## src/rtl/vurd_pkg.sv

```systemverilog
// ----------------------------------------------------------------------------
// Video update-rate detector package
// Shared types, register indexes and reset values for the detector.
// ----------------------------------------------------------------------------
package vurd_pkg;

  localparam int CFG_IDX_W = 3;
  localparam int CFG_DATA_W = 16;
  localparam int CNT_W = 4;
  localparam int TIME_W = 32;
  localparam int SIZE_W = 16;
  localparam int WIN_W = 3;
  localparam int WIN_EXT_W = 7;

  typedef enum logic [CFG_IDX_W-1:0] {
    REG_DETECTION_ENABLED = 3'd0,
    REG_MIN_UPDATE_WIDTH = 3'd1,
    REG_MIN_UPDATE_HEIGHT = 3'd2,
    REG_RATE_WINDOW_MS = 3'd3,
    REG_NOTIFY_INTERVAL_MS = 3'd4
  } vurd_reg_t;

  localparam logic RST_DETECTION_ENABLED = 1'b1;
  localparam logic [SIZE_W-1:0] RST_MIN_UPDATE_WIDTH = 16'd333;
  localparam logic [SIZE_W-1:0] RST_MIN_UPDATE_HEIGHT = 16'd250;
  localparam logic [SIZE_W-1:0] RST_RATE_WINDOW_MS = 16'd1000;
  localparam logic [SIZE_W-1:0] RST_NOTIFY_INTERVAL_MS = 16'd1000;

  typedef struct packed {
    logic [TIME_W-1:0] time_ms;
    logic check;
    logic window_visible;
    logic on_screen;
    logic fullscreen;
  } vurd_stage_t;

endpackage

```

## src/rtl/vurd_ring.sv

```systemverilog
// ----------------------------------------------------------------------------
// Video update-rate detector timestamp rings
// Keeps the per-window ring pointers and the timestamp memory, records each
// qualifying update and reads back the oldest kept timestamp.
// ----------------------------------------------------------------------------
module vurd_ring #(
  parameter int NUM_WINDOWS = 8,
  parameter int FRAMES = 15
) (
  input  logic clk,
  input  logic rst,
  input  logic in_valid,
  output logic in_ready,
  input  logic kind,
  input  logic [vurd_pkg::WIN_W-1:0] window_index,
  input  logic [vurd_pkg::SIZE_W-1:0] update_width,
  input  logic [vurd_pkg::SIZE_W-1:0] update_height,
  input  logic [vurd_pkg::TIME_W-1:0] time_ms,
  input  logic window_visible,
  input  logic on_screen,
  input  logic fullscreen,
  input  logic detection_enabled,
  input  logic [vurd_pkg::SIZE_W-1:0] min_update_width,
  input  logic [vurd_pkg::SIZE_W-1:0] min_update_height,
  output logic s1_valid,
  output vurd_pkg::vurd_stage_t s1,
  output logic [vurd_pkg::TIME_W-1:0] oldest_stamp,
  input  logic s1_take
);
  import vurd_pkg::*;

  localparam int IDX_W = (NUM_WINDOWS > 1) ? $clog2(NUM_WINDOWS) : 1;
  localparam int DEPTH = NUM_WINDOWS * FRAMES;
  localparam int ADDR_W = $clog2(DEPTH);

  logic [CNT_W-1:0] ring_start [NUM_WINDOWS];
  logic [CNT_W-1:0] ring_count [NUM_WINDOWS];
  logic [TIME_W-1:0] stamp_ring [DEPTH];

  logic accept;
  logic [WIN_EXT_W-1:0] win_ext;
  logic [IDX_W-1:0] widx;
  logic in_range;
  logic upd;
  logic clear;
  logic ring_full;
  logic [CNT_W-1:0] cur_start;
  logic [CNT_W-1:0] cur_count;
  logic [CNT_W-1:0] start_next;
  logic [CNT_W-1:0] cnt_adj;
  logic [CNT_W-1:0] count_next;
  logic [CNT_W:0] slot_sum;
  logic [CNT_W-1:0] wr_slot;
  logic [ADDR_W-1:0] base_addr;
  logic [ADDR_W-1:0] wr_addr;
  logic [ADDR_W-1:0] rd_addr;

  assign in_ready = !s1_valid || s1_take;
  assign accept = in_valid && in_ready;

  assign win_ext = WIN_EXT_W'(window_index);
  assign widx = win_ext[IDX_W-1:0];
  assign in_range = win_ext < WIN_EXT_W'(NUM_WINDOWS);
  assign clear = in_range && kind;
  assign upd = in_range && !kind && detection_enabled &&
               (update_width >= min_update_width) &&
               (update_height >= min_update_height);

  assign cur_start = ring_start[widx];
  assign cur_count = ring_count[widx];
  assign ring_full = cur_count >= CNT_W'(FRAMES);

  always_comb begin
    if (ring_full) begin
      start_next = (cur_start == CNT_W'(FRAMES - 1)) ? '0 : cur_start + 1'b1;
      cnt_adj = CNT_W'(FRAMES - 1);
    end else begin
      start_next = cur_start;
      cnt_adj = cur_count;
    end
    count_next = cnt_adj + 1'b1;
    slot_sum = {1'b0, start_next} + {1'b0, cnt_adj};
    if (slot_sum >= (CNT_W + 1)'(FRAMES)) begin
      wr_slot = CNT_W'(slot_sum - (CNT_W + 1)'(FRAMES));
    end else begin
      wr_slot = slot_sum[CNT_W-1:0];
    end
  end

  assign base_addr = ADDR_W'(widx) * ADDR_W'(FRAMES);
  assign wr_addr = base_addr + ADDR_W'(wr_slot);
  assign rd_addr = base_addr + ADDR_W'(start_next);

  always_ff @(posedge clk) begin
    if (rst) begin
      for (int i = 0; i < NUM_WINDOWS; i++) begin
        ring_start[i] <= '0;
        ring_count[i] <= '0;
      end
    end else if (accept) begin
      if (clear) begin
        ring_start[widx] <= '0;
        ring_count[widx] <= '0;
      end else if (upd) begin
        ring_start[widx] <= start_next;
        ring_count[widx] <= count_next;
      end
    end
  end

  always_ff @(posedge clk) begin
    if (accept && upd) begin
      stamp_ring[wr_addr] <= time_ms;
    end
    if (accept) begin
      oldest_stamp <= stamp_ring[rd_addr];
    end
  end

  always_ff @(posedge clk) begin
    if (rst) begin
      s1_valid <= 1'b0;
    end else if (accept) begin
      s1_valid <= 1'b1;
    end else if (s1_take) begin
      s1_valid <= 1'b0;
    end
  end

  always_ff @(posedge clk) begin
    if (accept) begin
      s1.time_ms <= time_ms;
      s1.check <= upd && (count_next == CNT_W'(FRAMES));
      s1.window_visible <= window_visible;
      s1.on_screen <= on_screen;
      s1.fullscreen <= fullscreen;
    end
  end

endmodule

```

## src/rtl/vurd_notify.sv

```systemverilog
// ----------------------------------------------------------------------------
// Video update-rate detector decision stage
// Checks the span of the full ring against the rate window, applies the
// notify interval and holds the result item until it is taken.
// ----------------------------------------------------------------------------
module vurd_notify (
  input  logic clk,
  input  logic rst,
  input  logic s1_valid,
  input  vurd_pkg::vurd_stage_t s1,
  input  logic [vurd_pkg::TIME_W-1:0] oldest_stamp,
  output logic s1_take,
  input  logic [vurd_pkg::SIZE_W-1:0] rate_window_ms,
  input  logic [vurd_pkg::SIZE_W-1:0] notify_interval_ms,
  output logic out_valid,
  input  logic out_ready,
  output logic video_rate_met,
  output logic notify,
  output logic notify_fullscreen
);
  import vurd_pkg::*;

  logic [TIME_W-1:0] last_notify_time;
  logic notified_before;
  logic [TIME_W-1:0] span;
  logic [TIME_W-1:0] gap;
  logic met;
  logic note;

  assign s1_take = s1_valid && (!out_valid || out_ready);
  assign span = s1.time_ms - oldest_stamp;
  assign gap = s1.time_ms - last_notify_time;
  assign met = s1.check && (span <= TIME_W'(rate_window_ms));
  assign note = met && (!notified_before || gap >= TIME_W'(notify_interval_ms)) &&
                s1.window_visible && s1.on_screen;

  always_ff @(posedge clk) begin
    if (rst) begin
      out_valid <= 1'b0;
      notified_before <= 1'b0;
      last_notify_time <= '0;
    end else begin
      if (s1_take) begin
        out_valid <= 1'b1;
      end else if (out_ready) begin
        out_valid <= 1'b0;
      end
      if (s1_take && note) begin
        notified_before <= 1'b1;
        last_notify_time <= s1.time_ms;
      end
    end
  end

  always_ff @(posedge clk) begin
    if (s1_take) begin
      video_rate_met <= met;
      notify <= note;
      notify_fullscreen <= note && s1.fullscreen;
    end
  end

endmodule

```

## src/rtl/video_update_rate_detector_unit.sv

```systemverilog
// ----------------------------------------------------------------------------
// Video update-rate detector
// Per-window detector of video-rate paint updates with notify throttling.
// ----------------------------------------------------------------------------
// Each input item is registered in the ring stage (s1) and then in the decision
// stage, whose output register holds the result item until it is taken.
// Throughput: one item per cycle while out_ready does not stall the output; the
// timestamp memory has one write and one read port, both used by the same item in its accept cycle.
// Reset clears the ring pointers, the notify history and the output valid and
// loads the register defaults; the timestamp memory is not cleared.
module video_update_rate_detector_unit #(
  parameter int NUM_WINDOWS = 8,
  parameter int FRAMES = 15
) (
  input  logic clk,
  input  logic rst,
  input  logic in_valid,
  output logic in_ready,
  input  logic kind,
  input  logic [vurd_pkg::WIN_W-1:0] window_index,
  input  logic [vurd_pkg::SIZE_W-1:0] update_width,
  input  logic [vurd_pkg::SIZE_W-1:0] update_height,
  input  logic [vurd_pkg::TIME_W-1:0] time_ms,
  input  logic window_visible,
  input  logic on_screen,
  input  logic fullscreen,
  output logic out_valid,
  input  logic out_ready,
  output logic video_rate_met,
  output logic notify,
  output logic notify_fullscreen,
  input  logic cfg_valid,
  output logic cfg_ready,
  input  logic [vurd_pkg::CFG_IDX_W-1:0] cfg_index,
  input  logic [vurd_pkg::CFG_DATA_W-1:0] cfg_data
);
  import vurd_pkg::*;

  logic detection_enabled;
  logic [SIZE_W-1:0] min_update_width;
  logic [SIZE_W-1:0] min_update_height;
  logic [SIZE_W-1:0] rate_window_ms;
  logic [SIZE_W-1:0] notify_interval_ms;

  logic s1_valid;
  logic s1_take;
  vurd_stage_t s1;
  logic [TIME_W-1:0] oldest_stamp;

  assign cfg_ready = 1'b1;

  always_ff @(posedge clk) begin
    if (rst) begin
      detection_enabled <= RST_DETECTION_ENABLED;
      min_update_width <= RST_MIN_UPDATE_WIDTH;
      min_update_height <= RST_MIN_UPDATE_HEIGHT;
      rate_window_ms <= RST_RATE_WINDOW_MS;
      notify_interval_ms <= RST_NOTIFY_INTERVAL_MS;
    end else if (cfg_valid && cfg_ready) begin
      case (vurd_reg_t'(cfg_index))
        REG_DETECTION_ENABLED: detection_enabled <= cfg_data[0];
        REG_MIN_UPDATE_WIDTH: min_update_width <= cfg_data;
        REG_MIN_UPDATE_HEIGHT: min_update_height <= cfg_data;
        REG_RATE_WINDOW_MS: rate_window_ms <= cfg_data;
        REG_NOTIFY_INTERVAL_MS: notify_interval_ms <= cfg_data;
        default: ;
      endcase
    end
  end

  vurd_ring #(
    .NUM_WINDOWS(NUM_WINDOWS),
    .FRAMES(FRAMES)
  ) u_ring (
    .clk(clk),
    .rst(rst),
    .in_valid(in_valid),
    .in_ready(in_ready),
    .kind(kind),
    .window_index(window_index),
    .update_width(update_width),
    .update_height(update_height),
    .time_ms(time_ms),
    .window_visible(window_visible),
    .on_screen(on_screen),
    .fullscreen(fullscreen),
    .detection_enabled(detection_enabled),
    .min_update_width(min_update_width),
    .min_update_height(min_update_height),
    .s1_valid(s1_valid),
    .s1(s1),
    .oldest_stamp(oldest_stamp),
    .s1_take(s1_take)
  );

  vurd_notify u_notify (
    .clk(clk),
    .rst(rst),
    .s1_valid(s1_valid),
    .s1(s1),
    .oldest_stamp(oldest_stamp),
    .s1_take(s1_take),
    .rate_window_ms(rate_window_ms),
    .notify_interval_ms(notify_interval_ms),
    .out_valid(out_valid),
    .out_ready(out_ready),
    .video_rate_met(video_rate_met),
    .notify(notify),
    .notify_fullscreen(notify_fullscreen)
  );

endmodule

```

## config.mk

```make
export PLATFORM = sky130hd
export DESIGN_NAME = video_update_rate_detector_unit
export DESIGN_NICKNAME = d
export VERILOG_FILES = /design/src/rtl/vurd_pkg.sv /design/src/rtl/vurd_ring.sv /design/src/rtl/vurd_notify.sv /design/src/rtl/video_update_rate_detector_unit.sv
export SDC_FILE = /design/constraint.sdc
export NUM_CORES = 2
export LEC_CHECK = 0
export ABC_AREA = 1
export BUFFER_PORTS_ARGS = -buffer_cell sky130_fd_sc_hd__clkbuf_2
export CORE_MARGIN = 1
export CORE_UTILIZATION = 23
export DETAILED_ROUTE_END_ITERATION = 16
export HOLD_SLACK_MARGIN = 0.03
export PLACE_DENSITY = 0.42
export SKIP_LAST_GASP = 1
export SYNTH_ARGS = -nofsm -noshare
export SYNTH_HDL_FRONTEND = slang
export SYNTH_SLANG_ARGS = --single-unit
```

## constraint.sdc

```tcl
create_clock -name clk -period 14.5 [get_ports clk]
set_input_delay 1.45 -clock clk [delete_from_list [all_inputs] [get_ports clk]]
set_output_delay 1.45 -clock clk [all_outputs]
set_load 0.01 [all_outputs]
```

==> out/metrics.yaml <==
utilization_pct: 26.8
relSlewSlack_pct: 1.68
period_share_pct: 73.2
min_period_ns: 10.62
cts_setup_buffers: 0
num_vias: 109230
cpMostUsedCell: "nand2_1"
ctsResizeCount: 0
cts.hold.buffers_added: 0
crit_type: "in2reg"
place.gp.congestion: 0.847
critPathMaxFanout: 43
grt_usage_pct: 15.7
intPower_mw: 21.5
hold_depth: 2
drt_iter0_markers: 11873
r2r_cells: 33
final_nets: 13628
wl_per_cell_um: 25.6
instances_no_fill: 23305
first_global_vias: 103127
yosys.area_share.xor_xnor_pct: 0.231
die_h_um: 851
final-hold-violation-count: 0
maxSlewViolCount: 0
p_sw_mw: 13.3
synth_flop_cell: "edfxtp_1"
crit_slowest_cell: "nor2_4"
via_per_inst: 4.69
yosys_warnings: 0
cts_max_level: 5
cts_inserted_buffers: 441
tightest_slew_ns: 1.47
initial_utilization_pct: 23.1
synth_compound_area_share_pct: 13.2
grt-ovfl-total: 0
max_cap_violations: 0
clock_skew_ns: 0.112
cts_buffer_depth: 4
status: "complete, no violations"
setup-violations-final: 0
synthAdderAreaFrac_pct: 1.23
n_fill_cell: 74435
power_frac_clock_pct: 31.5
synthSimpleGateAreaFrac_pct: 8.96
drc_errors: 0
core_area_sq_um: 718000
fmax_mhz: 94.2
numPortBuffers: 99
cp.required_ns: 15.11
critPathMaxStageDelay_ns: 1.22
peakVddDrop_uv: 153
start_kind: "input pin"
dieArea_sq_um: 725000
arrival_ns: 11.23
cts_num_sinks: 4075
dp.cells: 22477
routed_wl_um: 598000
cts-root-buf: "clkbuf_16"
power_density_nw_per_um2: 181
path_clk_slew_ns: 0.05
grt_pass1_wl_um: 828000
final_area_sq_um: 192000
synthMuxAreaShare_pct: 0.157
drive_above_1_share_pct: 8.47
cp-end-kind: "register"
grt_max_degree: 165
synth_edf_count: 3975
route.antenna.remaining_nets: 0
syn_to_final_growth_pct: 15.9
num_rows: 311
ys_ff_latch: 4075
drt-pass1-iter-count: 6
die_w_um: 851
synth_cell_types: 51
insertion_delay_ns: 1.08
fin_tns_setup_ns: 0
comb_power_share_pct: 30.6
synth.avg_cell_area_sq_um: 12.4
antenna_found_initial: 62
power.leakage_nw: 61.1
dpl.hpwl_um: 357000
rsz0062_at_grt: "false"
hold_class: "reg2reg"
syn_nets: 13687
cts_tree: "yes"
ys_seq_area_share_pct: 73.1
p_seq_share_pct: 37.9
num_io_pins: 101
syn_area_sq_um: 166000
ys_async_sr_fraction_pct: 0
worst_slack_ns: 3.88
synth_top_family_by_area: "compound AO/OA/AOI/OAI gates"
place_area_sq_um: 178000
synthCells: 13434
pre_cts_slack_ns: 2.87
p_sw_share_pct: 38.2
final timing paths:
path / startpoint / endpoint / slack (ns)
worst max-delay path: window_index[0] / u_ring.stamp_ring[8][23] / 3.88
worst min register to register: min_update_height[2] / min_update_height[2] / 0.46
worst min-delay path: min_update_height[2] / min_update_height[2] / 0.46
worst max register to register: u_ring.ring_count[4][1] / u_ring.stamp_ring[8][23] / 5.27
cell type report:
type	count	area, sq um	area share [%]
well taps	9546	11900	6.21
clock inverters	239	2130	1.11
inverters	431	1650	0.860
multi-input cells	8043	40400	21.0
flip-flops and latches	4075	121000	63.1
clock buffers	567	11600	6.05
repair buffers	383	3100	1.61
diodes	21	52.6	0.0273
synthesized netlist by cell type (37+ instances only):
cell | number | area, sq um
nor2_1 | 2829 | 10600
o21ai_0 | 2482 | 12400
xor2_1 | 37 | 324
o22ai_1 | 1095 | 6850
ha_1 | 150 | 1880
buf_2 | 152 | 761
o21ai_1 | 57 | 285
nand3_1 | 136 | 681
clkbuf_1 | 694 | 2610
o211ai_1 | 43 | 323
inv_1 | 405 | 1520
a21oi_1 | 141 | 706
dfxtp_1 | 100 | 2000
edfxtp_1 | 3975 | 119000
o221ai_1 | 102 | 893
nand2_1 | 796 | 2990
state kept, by name, summed over array words and instances, names as in the netlist:
name / count
u_notify.out_valid: 1
u_ring.s1: 36
u_ring.stamp_ring: 3840
detection_enabled: 1
u_notify.last_notify_time: 32
u_notify.notify_fullscreen: 1
min_update_width: 16
u_ring.oldest_stamp: 32
notify_interval_ms: 16
min_update_height: 16
u_notify.video_rate_met: 1
u_notify.notified_before: 1
u_notify.notify: 1
rate_window_ms: 16
u_ring.s1_valid: 1
u_ring.ring_start: 32
u_ring.ring_count: 32
power groups by stage:
| stage | clock network [mW] | logic, mW | registers [mW] |
|---|---|---|---|
| after detailed placement | 0 | 10.6 | 13.4 |
| after floorplan | 0 | 5.02 | 13.4 |
| final | 11.0 | 10.7 | 13.2 |
| after CTS | 11.2 | 10.6 | 13.2 |
| after global routing | 11.6 | 11.2 | 13.2 |
| after global placement | 0 | 10.6 | 13.4 |
placed cells by master, fill, tap and decap left out, drive strengths merged, types with 25 or more instances in the layout:
master / n
a21oi: 142
o22ai: 1095
nand3: 146
clkbuf: 634
edfxtp: 3975
clkinv: 203
ha: 150
mux2i: 26
o211ai: 43
inv: 440
buf: 316
nand2: 800
nor2: 2838
nor3: 25
o21ai: 2539
o221ai: 102
xor2: 37
dfxtp: 100
per-stage QoR:
step	hold slack [ns]	power (mW)
3_3_place_gp	0.446	24.1
4_1_cts	0.460	35.0
3_5_place_dp	0.448	24.1
2_1_floorplan	0.429	18.4
6_report	0.457	34.8
5_1_grt	0.483	36.0
layer usage:
| metal | track usage (%) | routed length, um | vias up |
|---|---|---|---|
| met5 | 0 | 52 | - |
| met4 | 4.87 | 20100 | 8 |
| met3 | 2.13 | 35700 | 685 |
| met2 | 25.0 | 271000 | 3437 |
| met1 | 22.3 | 271000 | 55833 |
| li1 | - | - | 49267 |
logic make-up after synthesis:
kind of cell,Yosys count
DFF,4075
xor gates and xnor gates,43
AOI/OAI and AO/OA,3968
buffers and inverters,1316
other,1
muxes,26
adders and majority gates,158
and+or+nand+nor,3847
critical path, delay by kind of cell:
kind / cells / cell delay (ns)
AOI/OAI and AO/OA: 5 / 1.64
and+or+nand+nor: 17 / 4.89
xor gates and xnor gates: 1 / 0.26
adders and majority gates: 4 / 1.33
buffers and inverters: 6 / 1.56
Note: power is estimated with default switching activity, not from simulation.
